==> src/sv/cpl_mul.sv <==
// Two-stage signed multiplier: A is cut into 32-bit chunks, one registered
// partial product per chunk, then a registered shifted sum. No dependencies.
`timescale 1ns / 1ps
`default_nettype none

module cpl_mul #(
  parameter int AW = 32,
  parameter int BW = 32
) (
  input  logic                      clk,
  input  logic                      en,
  input  logic signed [AW-1:0]      a,
  input  logic signed [BW-1:0]      b,
  output logic signed [AW+BW-1:0]   p
);

  localparam int NC = (AW + 31) / 32;
  localparam int PW = AW + BW;
  localparam int XW = BW + 33;

  logic signed [NC*32-1:0] ax;
  logic signed [XW-1:0]    part [NC];
  logic signed [PW-1:0]    acc;

  assign ax = (NC*32)'(a);

  // low chunks are unsigned digits, the top chunk carries the sign
  always_ff @(posedge clk) begin
    if (en) begin
      for (int k = 0; k < NC; k++) begin
        if (k == NC - 1) begin
          part[k] <= XW'($signed(ax[32*k +: 32]) * b);
        end else begin
          part[k] <= XW'($signed({1'b0, ax[32*k +: 32]}) * b);
        end
      end
    end
  end

  always_comb begin
    acc = '0;
    for (int k = 0; k < NC; k++) begin
      acc = acc + (PW'(part[k]) <<< (32 * k));
    end
  end

  always_ff @(posedge clk) begin
    if (en) begin
      p <= acc;
    end
  end

endmodule

`default_nettype wire

==> config.mk <==
export PLATFORM = sky130hd
export DESIGN_NAME = cpl_mul
export DESIGN_NICKNAME = d
export VERILOG_FILES = /design/src/sv/cpl_mul.sv
export SDC_FILE = /design/constraint.sdc
export NUM_CORES = 2
export LEC_CHECK = 0
export BUFFER_PORTS_ARGS = -buffer_cell sky130_fd_sc_hd__buf_4
export CORE_MARGIN = 8
export CORE_UTILIZATION = 25
export CTS_BUF_LIST = sky130_fd_sc_hd__clkbuf_16
export CTS_CLUSTER_SIZE = 30
export DETAILED_ROUTE_END_ITERATION = 12
export REMOVE_ABC_BUFFERS = 1
export SLEW_MARGIN = 30
export SYNTH_ARGS = -nofsm -noshare
export SYNTH_HDL_FRONTEND = slang
export SYNTH_SLANG_ARGS = --single-unit
==> constraint.sdc <==
create_clock -name clk -period 11.5 [get_ports clk]
set_input_delay 1.15 -clock clk [delete_from_list [all_inputs] [get_ports clk]]
set_output_delay 1.15 -clock clk [all_outputs]
set_load 0.01 [all_outputs]
==> reports/results.tsv <==
metric	value	unit
outcome	finished, final reports clean	
Root Driver	clkbuf_16	
Tightest Pin Transition	0.805	ns
Max clock buf depth	2	
Hold Path Depth	0	
Adder-Cell Fraction of Synth Area	59.6	%
Die ar.	174000	µm²
final hold slack	0.411	ns
final worst slack	2.25	ns
xor/xnor share of the synthesized area	1.46	%
predominant post-synthesis flop cell	edfxtp_1	
RSZ-0062 raised after global routing	no	
clock latency on the worst-skew pair	0.45	ns
Worst EP required	11.70	ns
Synth Register Bits	128	
starting DRC count in detailed routing	1578	
PortBufs	129	
CTS Hold Bufs	0	
min Tclk post-route	9.25	ns
CORE AREA	160000	µm²
depth of the CTS H-tree	4	
Synth Area in Compound Gates	3.54	%
Worst R2R Path Depth	0	
max_slew headroom	46.4	%
starting density of the core	25.1	%
Worst Path Max Fanout	32	
Hold Path Class	register to register	
FP Rows	147	
fmax	0.108	GHz
fin crit share	80.4	%
fraction of registers with async set/reset	0	%
CTS tree	yes	
die width	417	µm
n_diodes	0	
Post-CTS Setup Bufs	0	
Worst setup EP type	register	
vias in the first global route	30300	
Syn Area/Cell	9.98	µm²
Die Ht	417	µm
Synth Cell Area	40200	µm²
first-pass GRT wire length	171	mm
crit path kind	input port to register	
DR vias/cell	4.39	
Distinct cells, synth	65	
Post-synth EDFFs	128	
Detailed Place HPWL	86.0	mm
TNS Setup	0	ns
Ys Warns	0	
initial antenna violation count	0	
Remaining DRCs	0	
mux cell area share after synthesis	0.0747	%
crit path DAT	9.45	ns
largest family of logic cells by synthesized area	adder cells	
CP Launch Type	input port	
largest net degree at the start of global routing	68	
Simple-Gate Fraction of Synth Area	14.9	%
WL final	106	mm
fin. max-slew vios	0	
Max Cap Viol	0	
fin cells	6140	
most frequent cells in the layout	fa_1 (1082), inv_1 (957), nand2_1 (523)	
Cells after Synth	4030	
# fillers	16800	
clock skew	0.0122	ns
commonest non-fill, non-tap cell in the layout	fa_1	
GPL Wtd Cong	0.839	
Vias	26900	
Seq/Total Area, Yosys	9.56	%
number of setup violations in the final report	0	
gr ovfl total	0	
gr usage total	12.4	%
clock sinks	128	
Num CTS Buffers	17	
area grow syn2layout	8.69	%
Inst Count DP	6109	
dpl ws	1.88	ns
IO Pins	130	
post-CTS sizing	0	
share of cells above drive strength 1	4.55	%
final hold viol count	0	
mean routed wirelength per cell	17.3	µm
Antenna Nets Post-Route	0	
DR pass1 iterations	6	
Nets	5300	
Clk pin slew, worst setup/hold paths	0.07	ns
Yosys cell counts (all sizes together), types with 2 or more instances:
cell type	number	area [µm²]
fa	1082	21700
and4	2	17.5
o41ai	2	17.5
o22ai	2	12.5
xor2	19	166
o221ai	2	17.5
edfxtp	128	3840
o211ai	2	15.0
or4	3	22.5
clkbuf	212	796
mux2i	3	30.0
ha	184	2300
a21boi	3	22.5
nor3	21	105
a311oi	2	17.5
o41a	2	22.5
o21a	9	67.6
o31a	2	17.5
nor4	2	18.8
or3	3	18.8
nand3	9	45.0
and2	517	3230
a21o	36	270
nand2b	8	50.1
nand2	523	1960
nor2	63	236
and3	9	61.3
a211oi	10	80.1
nand4	18	113
inv	957	3590
a21oi	59	295
xnor2	48	420
a2111oi	3	63.8
nor2b	5	31.3
a211o	7	61.3
o31ai	2	28.8
or2	3	18.8
a31oi	7	43.8
o21ai	37	189
o21bai	7	52.6
buf	2	8.75
layer usage:
metal	GRT usage [%]	routed length (µm)
met5	0	0
met4	3.69	3510
met2	21.8	53600
met3	2.02	6400
met1	15.7	42400
cell type report:
cell class                 instances  area [µm²]  share of cell area [%]
clock inverter                    14         165                   0.378
tap                             2160        2700                    6.18
multi-input combinational       2731       32000                    73.2
inverter                         957        3590                    8.22
timing repair buffer             133        1000                    2.29
clock buffer                      17         425                   0.973
sequential                       128        3840                    8.79
worst max-delay path: stages:
cell and delay, ns:
buf_4 0.38, nand2_1 0.16, inv_1 0.17, fa_1 0.47, fa_1 0.50, fa_1 0.94, fa_1 0.55, fa_1 0.49
fa_1 0.50, fa_1 0.49, inv_1 0.05, fa_1 0.49, inv_1 0.04, ha_1 0.47, nand4_1 0.26, or3_1 0.53
a211oi_2 0.69, or3b_4 0.28, a21boi_0 0.21, o41a_1 0.44, xnor2_1 0.15
per-stage QoR:
stage / util (%) / area [µm²]
finish: 27.3 / 43700
global route: 27.3 / 43700
CTS: 27.3 / 43700
detailed placement: 26.9 / 43100
global placement: 26.9 / 43100
floorplan: - / 39400
sequential cells by signal, summed over array words and instances, names as in the netlist:
signal  count
p          64
part       64
cells by family after synthesis:
group	Yosys count
and+or+nand+nor	1190
xor gates and xnor gates	67
AOI/OAI and AO/OA	205
adders and majority gates	1266
muxes	3
DFF	128
buffers and inverters	1171
path summary, 6_finish.rpt:
| kind | from | endpoint | slack (ns) |
|---|---|---|---|
| hold reg to reg | part[0][24] | p[24] | 0.41 |
| hold / removal | part[0][24] | p[24] | 0.41 |
| setup reg to reg | part[0][31] | p[31] | 10.75 |
| setup / recovery | b[2] | part[0][56] | 2.25 |
Power is not shown: default switching activity piles up to over one toggle a cycle in this logic, so the estimate is an artifact.
